File: src/hdl/rrvp_pkg.sv
`default_nettype none

package rrvp_pkg;

	// Configuration register map (register index = paddr[2]).
	localparam int unsigned APB_AW  = 3;
	localparam int unsigned RIDX_W  = 1;
	localparam logic [RIDX_W-1:0] REG_STOP_LOSS   = 1'b0;
	localparam logic [RIDX_W-1:0] REG_TAKE_PROFIT = 1'b1;

	// Arithmetic constants.
	localparam logic [6:0]  LEV_SCALE = 7'd100;
	localparam logic [16:0] ONE_Q16   = 17'h10000;

	// Serial divider: one quotient bit per cycle.
	localparam int unsigned DIV_STEPS = 32;
	localparam int unsigned DIV_CNT_W = 5;

	typedef struct packed {
		logic capture;
		logic cnt_clr;
		logic fill;
		logic scan;
		logic prep;
		logic chk;
		logic div_step;
		logic mul_stop;
		logic mul_tgt;
		logic out_load;
	} rrvp_cmd_t;

	typedef struct packed {
		logic primed;
		logic fill_last;
		logic scan_last;
		logic out_free;
	} rrvp_sts_t;

endpackage

`default_nettype wire

File: src/hdl/rrvp_tick_if.sv
`default_nettype none

interface rrvp_tick_if;
	logic        valid;
	logic        ready;
	logic [31:0] low_price;
	logic [31:0] high_price;
	logic        period_event;
	logic        position_short;

	modport source (
		output valid, low_price, high_price, period_event, position_short,
		input  ready
	);
	modport sink (
		input  valid, low_price, high_price, period_event, position_short,
		output ready
	);
endinterface

`default_nettype wire

File: src/hdl/rrvp_res_if.sv
`default_nettype none

interface rrvp_res_if;
	logic        valid;
	logic        ready;
	logic        event_out;
	logic [31:0] leverage;
	logic [31:0] stop_price;
	logic [31:0] target_price;

	modport source (
		output valid, event_out, leverage, stop_price, target_price,
		input  ready
	);
	modport sink (
		input  valid, event_out, leverage, stop_price, target_price,
		output ready
	);
endinterface

`default_nettype wire

File: src/hdl/rrvp_ram.sv
`default_nettype none

module rrvp_ram #(
	parameter int unsigned WIDTH = 32,
	parameter int unsigned DEPTH = 16,
	localparam int unsigned AW = (DEPTH > 1) ? $clog2(DEPTH) : 1
) (
	input  wire logic             clk,
	input  wire logic             we,
	input  wire logic [AW-1:0]    waddr,
	input  wire logic [WIDTH-1:0] wdata,
	input  wire logic [AW-1:0]    raddr,
	output logic      [WIDTH-1:0] rdata
);

	logic [WIDTH-1:0] mem_q [DEPTH];
	logic [WIDTH-1:0] rdata_q;

	always_ff @(posedge clk) begin
		if (we) begin
			mem_q[waddr] <= wdata;
		end
		rdata_q <= mem_q[raddr];
	end

	assign rdata = rdata_q;

endmodule

`default_nettype wire

File: src/hdl/rrvp_ctrl.sv
`default_nettype none

module rrvp_ctrl
	import rrvp_pkg::*;
(
	input  wire logic      clk,
	input  wire logic      arst_n,
	input  wire logic      tick_valid,
	output logic           tick_ready,
	input  wire rrvp_sts_t sts,
	output rrvp_cmd_t      cmd
);

	typedef enum logic [3:0] {
		ST_IDLE,
		ST_FILL,
		ST_SCAN,
		ST_PREP,
		ST_CHK,
		ST_DIV,
		ST_MSTOP,
		ST_MTGT,
		ST_OUT
	} state_t;

	state_t               state_q;
	logic [DIV_CNT_W-1:0] div_cnt_q;

	always_ff @(posedge clk or negedge arst_n) begin
		if (!arst_n) begin
			state_q   <= ST_IDLE;
			div_cnt_q <= '0;
		end else begin
			case (state_q)
				ST_IDLE: begin
					if (tick_valid) begin
						state_q <= sts.primed ? ST_SCAN : ST_FILL;
					end
				end
				ST_FILL: begin
					if (sts.fill_last) begin
						state_q <= ST_SCAN;
					end
				end
				ST_SCAN: begin
					if (sts.scan_last) begin
						state_q <= ST_PREP;
					end
				end
				ST_PREP: begin
					div_cnt_q <= '0;
					state_q   <= ST_CHK;
				end
				ST_CHK: begin
					state_q <= ST_DIV;
				end
				ST_DIV: begin
					div_cnt_q <= div_cnt_q + 1'b1;
					if (div_cnt_q == DIV_CNT_W'(DIV_STEPS - 1)) begin
						state_q <= ST_MSTOP;
					end
				end
				ST_MSTOP: begin
					state_q <= ST_MTGT;
				end
				ST_MTGT: begin
					state_q <= ST_OUT;
				end
				ST_OUT: begin
					if (sts.out_free) begin
						state_q <= ST_IDLE;
					end
				end
				default: begin
					state_q <= ST_IDLE;
				end
			endcase
		end
	end

	assign tick_ready = (state_q == ST_IDLE);

	always_comb begin
		cmd = '0;
		case (state_q)
			ST_IDLE: begin
				cmd.cnt_clr = 1'b1;
				cmd.capture = tick_valid;
			end
			ST_FILL: begin
				cmd.fill    = 1'b1;
				cmd.cnt_clr = sts.fill_last;
			end
			ST_SCAN:  cmd.scan     = 1'b1;
			ST_PREP:  cmd.prep     = 1'b1;
			ST_CHK:   cmd.chk      = 1'b1;
			ST_DIV:   cmd.div_step = 1'b1;
			ST_MSTOP: cmd.mul_stop = 1'b1;
			ST_MTGT:  cmd.mul_tgt  = 1'b1;
			ST_OUT:   cmd.out_load = sts.out_free;
			default:  cmd = '0;
		endcase
	end

endmodule

`default_nettype wire

File: src/hdl/rrvp_dp.sv
`default_nettype none

module rrvp_dp
	import rrvp_pkg::*;
#(
	parameter int unsigned WINDOW_DEPTH = 16
) (
	input  wire logic        clk,
	input  wire logic        arst_n,
	input  wire rrvp_cmd_t   cmd,
	output rrvp_sts_t        sts,
	input  wire logic [31:0] low_price,
	input  wire logic [31:0] high_price,
	input  wire logic        period_event,
	input  wire logic        position_short,
	input  wire logic [15:0] stop_loss_fraction,
	input  wire logic [15:0] take_profit_fraction,
	output logic             res_valid,
	input  wire logic        res_ready,
	output logic             event_out,
	output logic [31:0]      leverage,
	output logic [31:0]      stop_price,
	output logic [31:0]      target_price
);

	localparam int unsigned AW = (WINDOW_DEPTH > 1) ? $clog2(WINDOW_DEPTH) : 1;
	localparam int unsigned CW = $clog2(WINDOW_DEPTH + 1);

	// Captured item.
	logic [31:0] lo_q;
	logic [31:0] hi_q;
	logic        ev_q;
	logic        sh_q;
	logic [32:0] sum_q;

	// Window control.
	logic [AW-1:0] slot_q;
	logic          primed_q;
	logic [CW-1:0] cnt_q;
	logic [AW-1:0] raddr_q;

	// Scan results and leverage math.
	logic [31:0] mn_q;
	logic [31:0] mx_q;
	logic [38:0] d100_q;
	logic        zero_q;
	logic        neg_q;
	logic        ovf_q;
	logic [31:0] rem_q;
	logic [31:0] numlo_q;
	logic [31:0] quo_q;
	logic [31:0] stop_q;
	logic [31:0] tgt_q;

	// Result register.
	logic        out_valid_q;
	logic        out_ev_q;
	logic [31:0] out_lev_q;
	logic [31:0] out_stop_q;
	logic [31:0] out_tgt_q;

	logic          ram_we;
	logic [AW-1:0] ram_waddr;
	logic [31:0]   low_rd;
	logic [31:0]   high_rd;
	logic          scan_take;
	logic [32:0]   rem_shift;
	logic          rem_ge;
	logic [32:0]   rem_sub;
	logic [16:0]   factor;
	logic [49:0]   prod;
	logic [31:0]   prod_sat;
	logic [31:0]   lev_final;

	assign ram_we    = cmd.fill || (cmd.scan && (cnt_q == '0));
	assign ram_waddr = cmd.fill ? cnt_q[AW-1:0] : slot_q;

	rrvp_ram #(.WIDTH(32), .DEPTH(WINDOW_DEPTH)) u_low_ram (
		.clk   (clk),
		.we    (ram_we),
		.waddr (ram_waddr),
		.wdata (lo_q),
		.raddr (cnt_q[AW-1:0]),
		.rdata (low_rd)
	);

	rrvp_ram #(.WIDTH(32), .DEPTH(WINDOW_DEPTH)) u_high_ram (
		.clk   (clk),
		.we    (ram_we),
		.waddr (ram_waddr),
		.wdata (hi_q),
		.raddr (cnt_q[AW-1:0]),
		.rdata (high_rd)
	);

	// The current slot is already folded in from the captured item, so its
	// stored copy is skipped during the scan.
	assign scan_take = cmd.scan && (cnt_q != '0) && (raddr_q != slot_q);

	assign rem_shift = {rem_q, numlo_q[31]};
	assign rem_ge    = (rem_shift >= {1'b0, mn_q});
	assign rem_sub   = rem_shift - {1'b0, mn_q};

	always_comb begin
		if (cmd.mul_stop) begin
			factor = sh_q ? (ONE_Q16 + {1'b0, stop_loss_fraction})
			              : (ONE_Q16 - {1'b0, stop_loss_fraction});
		end else begin
			factor = sh_q ? (ONE_Q16 - {1'b0, take_profit_fraction})
			              : (ONE_Q16 + {1'b0, take_profit_fraction});
		end
	end

	assign prod     = 50'(sum_q) * 50'(factor);
	assign prod_sat = prod[49] ? 32'hFFFF_FFFF : prod[48:17];

	always_comb begin
		if (zero_q || (!neg_q && ovf_q)) begin
			lev_final = 32'hFFFF_FFFF;
		end else if (neg_q) begin
			lev_final = '0;
		end else begin
			lev_final = quo_q;
		end
	end

	// Control state.
	always_ff @(posedge clk or negedge arst_n) begin
		if (!arst_n) begin
			slot_q      <= '0;
			primed_q    <= 1'b0;
			cnt_q       <= '0;
			out_valid_q <= 1'b0;
		end else begin
			if (cmd.cnt_clr) begin
				cnt_q <= '0;
			end else if (cmd.fill || cmd.scan) begin
				cnt_q <= cnt_q + 1'b1;
			end
			if (cmd.fill) begin
				primed_q <= 1'b1;
			end
			if (cmd.out_load && ev_q) begin
				slot_q <= (slot_q == AW'(WINDOW_DEPTH - 1)) ? '0 : slot_q + 1'b1;
			end
			if (cmd.out_load) begin
				out_valid_q <= 1'b1;
			end else if (res_ready) begin
				out_valid_q <= 1'b0;
			end
		end
	end

	// Payload.
	always_ff @(posedge clk) begin
		raddr_q <= cnt_q[AW-1:0];
		if (cmd.capture) begin
			lo_q  <= low_price;
			hi_q  <= high_price;
			ev_q  <= period_event;
			sh_q  <= position_short;
			sum_q <= {1'b0, low_price} + {1'b0, high_price};
			mn_q  <= low_price;
			mx_q  <= high_price;
		end
		if (scan_take) begin
			if (low_rd < mn_q) begin
				mn_q <= low_rd;
			end
			if (high_rd > mx_q) begin
				mx_q <= high_rd;
			end
		end
		if (cmd.prep) begin
			d100_q <= 39'(mx_q - mn_q) * 39'(LEV_SCALE);
			zero_q <= (mn_q == '0);
			neg_q  <= (mx_q < mn_q);
		end
		if (cmd.chk) begin
			rem_q   <= {9'b0, d100_q[38:16]};
			numlo_q <= {d100_q[15:0], 16'b0};
			ovf_q   <= ({9'b0, d100_q[38:16]} >= mn_q);
		end
		if (cmd.div_step) begin
			rem_q   <= rem_ge ? rem_sub[31:0] : rem_shift[31:0];
			numlo_q <= {numlo_q[30:0], 1'b0};
			quo_q   <= {quo_q[30:0], rem_ge};
		end
		if (cmd.mul_stop) begin
			stop_q <= ev_q ? prod_sat : '0;
		end
		if (cmd.mul_tgt) begin
			tgt_q <= ev_q ? prod_sat : '0;
		end
		if (cmd.out_load) begin
			out_ev_q   <= ev_q;
			out_lev_q  <= lev_final;
			out_stop_q <= stop_q;
			out_tgt_q  <= tgt_q;
		end
	end

	assign sts.primed    = primed_q;
	assign sts.fill_last = (cnt_q == CW'(WINDOW_DEPTH - 1));
	assign sts.scan_last = (cnt_q == CW'(WINDOW_DEPTH));
	assign sts.out_free  = !out_valid_q || res_ready;

	assign res_valid    = out_valid_q;
	assign event_out    = out_ev_q;
	assign leverage     = out_lev_q;
	assign stop_price   = out_stop_q;
	assign target_price = out_tgt_q;

endmodule

`default_nettype wire

File: src/hdl/rolling_range_volatility_policy_unit.sv
// Channel   Dir   Handshake      Payload per beat
// tick      in    valid/ready    low_price, high_price, period_event, position_short
// res       out   valid/ready    event_out, leverage, stop_price, target_price
// apb       in    psel/penable   paddr, pwdata, pwrite (pready tied high), prdata out
//
// After acceptance a tick passes through the window scan, the leverage
// division and the stop and target scaling before its result is loaded; the
// very first tick after reset first fills every slot of both windows.
// A tick's processing time is set by the window scan, one RAM read per slot,
// and by the restoring divider that forms the leverage quotient.
// Reset is asynchronous and active low; window contents are not cleared.
// The next tick is accepted while an earlier result still waits in the output
// register; a stalled result only holds the controller in its final state.
`default_nettype none

module rolling_range_volatility_policy_unit
	import rrvp_pkg::*;
#(
	parameter int unsigned WINDOW_DEPTH = 16
) (
	input  wire logic              clk,
	input  wire logic              arst_n,
	rrvp_tick_if.sink              tick,
	rrvp_res_if.source             res,
	input  wire logic              psel,
	input  wire logic              penable,
	input  wire logic              pwrite,
	input  wire logic [APB_AW-1:0] paddr,
	input  wire logic [31:0]       pwdata,
	output logic      [31:0]       prdata,
	output logic                   pready
);

	// Configuration registers, both Q0.16 fractions of the mid price.
	logic [15:0] stop_loss_q;
	logic [15:0] take_profit_q;

	logic [RIDX_W-1:0] reg_idx;
	logic              cfg_write;

	rrvp_cmd_t cmd;
	rrvp_sts_t sts;

	// The register index is taken from the word address; the byte offset
	// within a word is ignored.
	assign reg_idx   = paddr[APB_AW-1:2];
	assign cfg_write = psel && penable && pwrite;
	assign pready    = 1'b1;

	always_ff @(posedge clk or negedge arst_n) begin
		if (!arst_n) begin
			stop_loss_q   <= '0;
			take_profit_q <= '0;
		end else if (cfg_write) begin
			case (reg_idx)
				REG_STOP_LOSS:   stop_loss_q   <= pwdata[15:0];
				REG_TAKE_PROFIT: take_profit_q <= pwdata[15:0];
				default: begin
				end
			endcase
		end
	end

	always_comb begin
		case (reg_idx)
			REG_STOP_LOSS:   prdata = {16'b0, stop_loss_q};
			REG_TAKE_PROFIT: prdata = {16'b0, take_profit_q};
			default:         prdata = '0;
		endcase
	end

	// The controller sequences fill, scan, divide and scaling steps; the
	// datapath holds the windows, the arithmetic and the result register.
	rrvp_ctrl u_ctrl (
		.clk        (clk),
		.arst_n     (arst_n),
		.tick_valid (tick.valid),
		.tick_ready (tick.ready),
		.sts        (sts),
		.cmd        (cmd)
	);

	rrvp_dp #(.WINDOW_DEPTH(WINDOW_DEPTH)) u_dp (
		.clk                  (clk),
		.arst_n               (arst_n),
		.cmd                  (cmd),
		.sts                  (sts),
		.low_price            (tick.low_price),
		.high_price           (tick.high_price),
		.period_event         (tick.period_event),
		.position_short       (tick.position_short),
		.stop_loss_fraction   (stop_loss_q),
		.take_profit_fraction (take_profit_q),
		.res_valid            (res.valid),
		.res_ready            (res.ready),
		.event_out            (res.event_out),
		.leverage             (res.leverage),
		.stop_price           (res.stop_price),
		.target_price         (res.target_price)
	);

endmodule

`default_nettype wire
File: src/flat_wrapper.sv
// flat-port wrapper written by rule: the top's interface ports become plain ports
module rolling_range_volatility_policy_unit_flat import rrvp_pkg::*;
#(
	parameter int unsigned WINDOW_DEPTH = 16
)
  (clk, arst_n, psel, penable, pwrite, paddr, pwdata, prdata, pready, tick_valid, tick_low_price, tick_high_price, tick_period_event, tick_position_short, tick_ready, res_valid, res_event_out, res_leverage, res_stop_price, res_target_price, res_ready);
  rrvp_tick_if tick_i ();
  rrvp_res_if res_i ();
  input  wire logic clk;
  input  wire logic arst_n;
  input  wire logic psel;
  input  wire logic penable;
  input  wire logic pwrite;
  input  wire logic [APB_AW-1:0] paddr;
  input  wire logic [31:0] pwdata;
  output logic      [31:0] prdata;
  output logic pready;
  input wire logic [$bits(tick_i.valid)-1:0] tick_valid;
  input wire logic [$bits(tick_i.low_price)-1:0] tick_low_price;
  input wire logic [$bits(tick_i.high_price)-1:0] tick_high_price;
  input wire logic [$bits(tick_i.period_event)-1:0] tick_period_event;
  input wire logic [$bits(tick_i.position_short)-1:0] tick_position_short;
  output wire logic [$bits(tick_i.ready)-1:0] tick_ready;
  output wire logic [$bits(res_i.valid)-1:0] res_valid;
  output wire logic [$bits(res_i.event_out)-1:0] res_event_out;
  output wire logic [$bits(res_i.leverage)-1:0] res_leverage;
  output wire logic [$bits(res_i.stop_price)-1:0] res_stop_price;
  output wire logic [$bits(res_i.target_price)-1:0] res_target_price;
  input wire logic [$bits(res_i.ready)-1:0] res_ready;
  assign tick_i.valid = tick_valid;
  assign tick_i.low_price = tick_low_price;
  assign tick_i.high_price = tick_high_price;
  assign tick_i.period_event = tick_period_event;
  assign tick_i.position_short = tick_position_short;
  assign tick_ready = tick_i.ready;
  assign res_valid = res_i.valid;
  assign res_event_out = res_i.event_out;
  assign res_leverage = res_i.leverage;
  assign res_stop_price = res_i.stop_price;
  assign res_target_price = res_i.target_price;
  assign res_i.ready = res_ready;
  rolling_range_volatility_policy_unit #(.WINDOW_DEPTH(WINDOW_DEPTH)) u_core (.clk(clk), .arst_n(arst_n), .tick(tick_i), .res(res_i), .psel(psel), .penable(penable), .pwrite(pwrite), .paddr(paddr), .pwdata(pwdata), .prdata(prdata), .pready(pready));
endmodule
File: config.mk
export PLATFORM = sky130hd
export DESIGN_NAME = rolling_range_volatility_policy_unit_flat
export DESIGN_NICKNAME = d
export VERILOG_FILES = /design/src/hdl/rrvp_pkg.sv /design/src/hdl/rrvp_tick_if.sv /design/src/hdl/rrvp_res_if.sv /design/src/hdl/rrvp_ram.sv /design/src/hdl/rrvp_ctrl.sv /design/src/hdl/rrvp_dp.sv /design/src/hdl/rolling_range_volatility_policy_unit.sv /design/src/flat_wrapper.sv
export SDC_FILE = /design/constraint.sdc
export NUM_CORES = 2
export LEC_CHECK = 0
export ABC_AREA = 1
export CAP_MARGIN = 30
export CORE_UTILIZATION = 55
export CTS_CLUSTER_SIZE = 30
export DETAILED_ROUTE_END_ITERATION = 16
export DONT_BUFFER_PORTS = 1
export PLACE_DENSITY_LB_ADDON = 0.2
export REMOVE_ABC_BUFFERS = 1
export SETUP_SLACK_MARGIN = 0.1
export SYNTH_ARGS = -nofsm -noshare
export SYNTH_HDL_FRONTEND = slang
export SYNTH_HIERARCHICAL = 1
export SYNTH_SLANG_ARGS = --single-unit
File: constraint.sdc
create_clock -name clk -period 9.86 [get_ports clk]
set_clock_uncertainty 0.05 [all_clocks]
set_input_delay 0.493 -clock clk [delete_from_list [all_inputs] [get_ports clk]]
set_output_delay 0.493 -clock clk [all_outputs]
set_load 0.005 [all_outputs]
==> flow_metrics.py <==
metrics = {
    "status": {
        "status": "complete, no violations",
    },
    "drt": {
        "antenna_left": 0,
        "drc": 0,
        "wl_per_cell_microns": 21.64,
        "routed_wl_mm": 271.6,
        "vias_per_cell": 5.572,
        "first_pass_iters": 8,
        "routed-via-count": 69950,
        "drt_iter0_drc": 6791,
    },
    "floorplanning": {
        "start_util_pct": 55.56,
        "die_area_sq_um": 173200,
        "die_h_microns": 416.2,
        "core_area_sq_um": 169800,
        "ios": 240,
        "die_w_microns": 416.2,
        "row_count": 151,
    },
    "cts": {
        "postCtsSetupRepairBufs": 0,
        "clk_latency_ns": 0.84,
        "cts-buffers-inserted": 165,
        "h-tree-depth": 4,
        "clk_pin_slew_worst_paths_ns": 0.06,
        "clock-sinks": 1586,
        "clock_path_buffers": 3,
        "cts_resized": 0,
        "cts_tree": "built",
        "root_buffer": "clkbuf_16",
    },
    "timing": {
        "fin_crit_ns": 8.948,
        "tightestPinTransition_ns": 1.160,
        "whs_ns": 0.07070,
        "max_freq_ghz": 0.1118,
        "max-slew-margin-rel_pct": 22.64,
        "grt_setup_unrepaired": "no",
        "hold_viol_final": 0,
        "finalSetupViolCount": 0,
        "setup_tns_ns": 0,
        "slew_violations": 0,
        "fin_crit_sh_pct": 90.75,
    },
    "grt": {
        "grt_pass1_vias": 68260,
        "grt_pass1_wl_mm": 409.9,
        "antenna_found_initial": 35,
        "grt_overflow": 0,
        "grt.busiest_layer": "met2",
        "grt_use_met2_pct": 51.27,
        "grt.total_usage_pct": 31.46,
        "use_met3_pct": 5.416,
        "met1_usage_pct": 40.32,
        "grt_max_degree": 184,
    },
    "synth": {
        "synthFlopType": "edfxtp_1",
        "synth_edf_count": 1402,
        "synth_area_per_cell_sq_um": 9.314,
        "async_flop_share_pct": 3.279,
        "netlist_area_sq_um": 94360,
        "synthCells": 10130,
        "yosys_warnings": 6,
        "synthDistinctLibCells": 59,
        "ys_seq_area_share_pct": 48.79,
        "ys_seq_elements": 1586,
    },
    "worst_setup_path": {
        "cp_common_cell": "nand2_1",
        "crit_fanout": 25,
        "worstSetupPathType": "flop to flop",
        "required_ns": 10.33,
        "cp-start-kind": "flop",
        "reg2regPathDepth": 34,
        "critical_path.max_stage_delay_ns": 0.59,
        "cp-end-kind": "flop",
        "worstPathArrival_ns": 9.42,
        "rrSetupSlack_ns": 0.91,
        "cp_slowest_cell": "fa_1",
    },
    "min_path": {
        "worstHoldPathCells": 2,
        "hp-class": "input pin to flop",
    },
    "cells_and_area": {
        "final_nets": 11150,
        "final_core_util_pct": 60.64,
        "drive_gt1_share_pct": 4.814,
        "area_growth_pct": 9.147,
    },
    "place": {
        "post-dp-hpwl_mm": 177.0,
        "gp_congestion": 0.9957,
        "portBuffers": 0,
    },
    "run": {
        "maxCapViolCount": 0,
    },
}
cells by family after synthesis:
family	synth area share, %
other	0.007959
buffers and inverters	9.735
flip-flops	48.79
adder cells (fa/ha/maj)	15.95
AO/OA/AOI/OAI	3.740
XOR/XNOR	1.114
AND/OR/NAND/NOR	20.66
cell usage in the layout, fill, tap and decap left out, types with 53 or more instances in the layout:
| cell type | instances |
|---|---|
| o21ai_0 | 207 |
| buf_4 | 100 |
| fa_1 | 497 |
| ha_1 | 408 |
| xor2_1 | 67 |
| xnor2_1 | 53 |
| clkbuf_16 | 169 |
| dlygate4sd3_1 | 98 |
| a21oi_1 | 312 |
| inv_1 | 1809 |
| nand3_1 | 1106 |
| dfxtp_1 | 132 |
| edfxtp_1 | 1402 |
| nor2_1 | 427 |
| nand2_1 | 2852 |
state kept, by name, summed over array words and instances, names as in the netlist, 33 cells and up:
register / cells
u_core/u_dp/d100_q: 37
u_core/u_dp/sum_q: 33
u_core/u_dp/u_high_ram/mem_q: 512
u_core/u_dp/u_low_ram/mem_q: 512
routing by layer:
metal / vias up / wire length (microns)
met3: 691 / 22690
li1: 32390 / -
met1: 33660 / 106500
met5: - / 49
met2: 3197 / 128500
met4: 8 / 13980
stage by stage:
| step | area (sq um) | setup WS [ns] | std cells |
|---|---|---|---|
| after detailed placement | 96300 | 1.012 | 12090 |
| after global placement | 96070 | 1.059 | 12080 |
| after CTS | 102800 | 0.9505 | 12500 |
| after floorplan | 92170 | -3.453 | 9758 |
| after global routing | 103000 | 0.4005 | 12540 |
| final | 103000 | 0.9123 | 12550 |
Yosys cell counts (12+ instances only):
cell	count	area, sq um
o21bai_1	29	217.7
o21ai_0	210	1051
buf_1	47	176.4
a21o_1	20	150.1
fa_1	497	9950
ha_1	408	5105
nor2_1	464	1742
buf_6	62	698.2
edfxtp_1	1402	42100
xor2_1	67	586.8
nor3_1	43	215.2
dfxtp_1	132	2643
clkbuf_1	116	435.4
nand4_1	44	275.3
a21oi_1	313	1567
o21ai_1	18	90.09
inv_1	1811	6798
dfrtp_1	52	1301
nand3_1	1106	5535
nand3b_1	52	390.4
buf_4	38	285.3
buf_2	123	615.6
xnor2_1	53	464.2
nor2_2	26	162.7
o211ai_1	12	90.09
nand2_1	2852	10710
inv_2	21	78.83
path summary, 6_finish.rpt:
check                                         start                           end
max                        u_core/u_ctrl/state_q[3]        u_core/u_dp/stop_q[21]
max in group asynchronous                    arst_n          u_core/u_dp/cnt_q[2]
min reg2reg                   u_core/u_dp/tgt_q[30]  u_core/u_dp/target_price[30]
min                              tick_high_price[9]          u_core/u_dp/sum_q[9]
max reg2reg                u_core/u_ctrl/state_q[3]        u_core/u_dp/stop_q[21]
min in group asynchronous                    arst_n        u_core/stop_loss_q[11]
critical path: cells and delay by family, from the launching register on:
kind / cells / cell delay [ns]
buffers and inverters: 10 / 1.95
adder cells (fa/ha/maj): 7 / 3.29
AND/OR/NAND/NOR: 14 / 2.49
flip-flops: 1 / 0.46
AO/OA/AOI/OAI: 3 / 0.31
what timing repair did:
action / CTS / global route
hold endpoints to repair: 223 / 0
hold buffers: 99 / 0
endpoints found under the setup margin: 0 / 0
final cells by class:
type                    instances  area [sq um]
fillers                     14120         66850
clock buffers                 233          4599
multi-input cells            6326         39500
well taps                    2218          2775
repair buffers                215          2113
clock inverters                77         870.8
flip-flops and latches       1586         46060
diodes                         52         130.1
inverters                    1846          6953
Power is not shown: default switching activity piles up to over one toggle a cycle in this logic, so the estimate is an artifact.
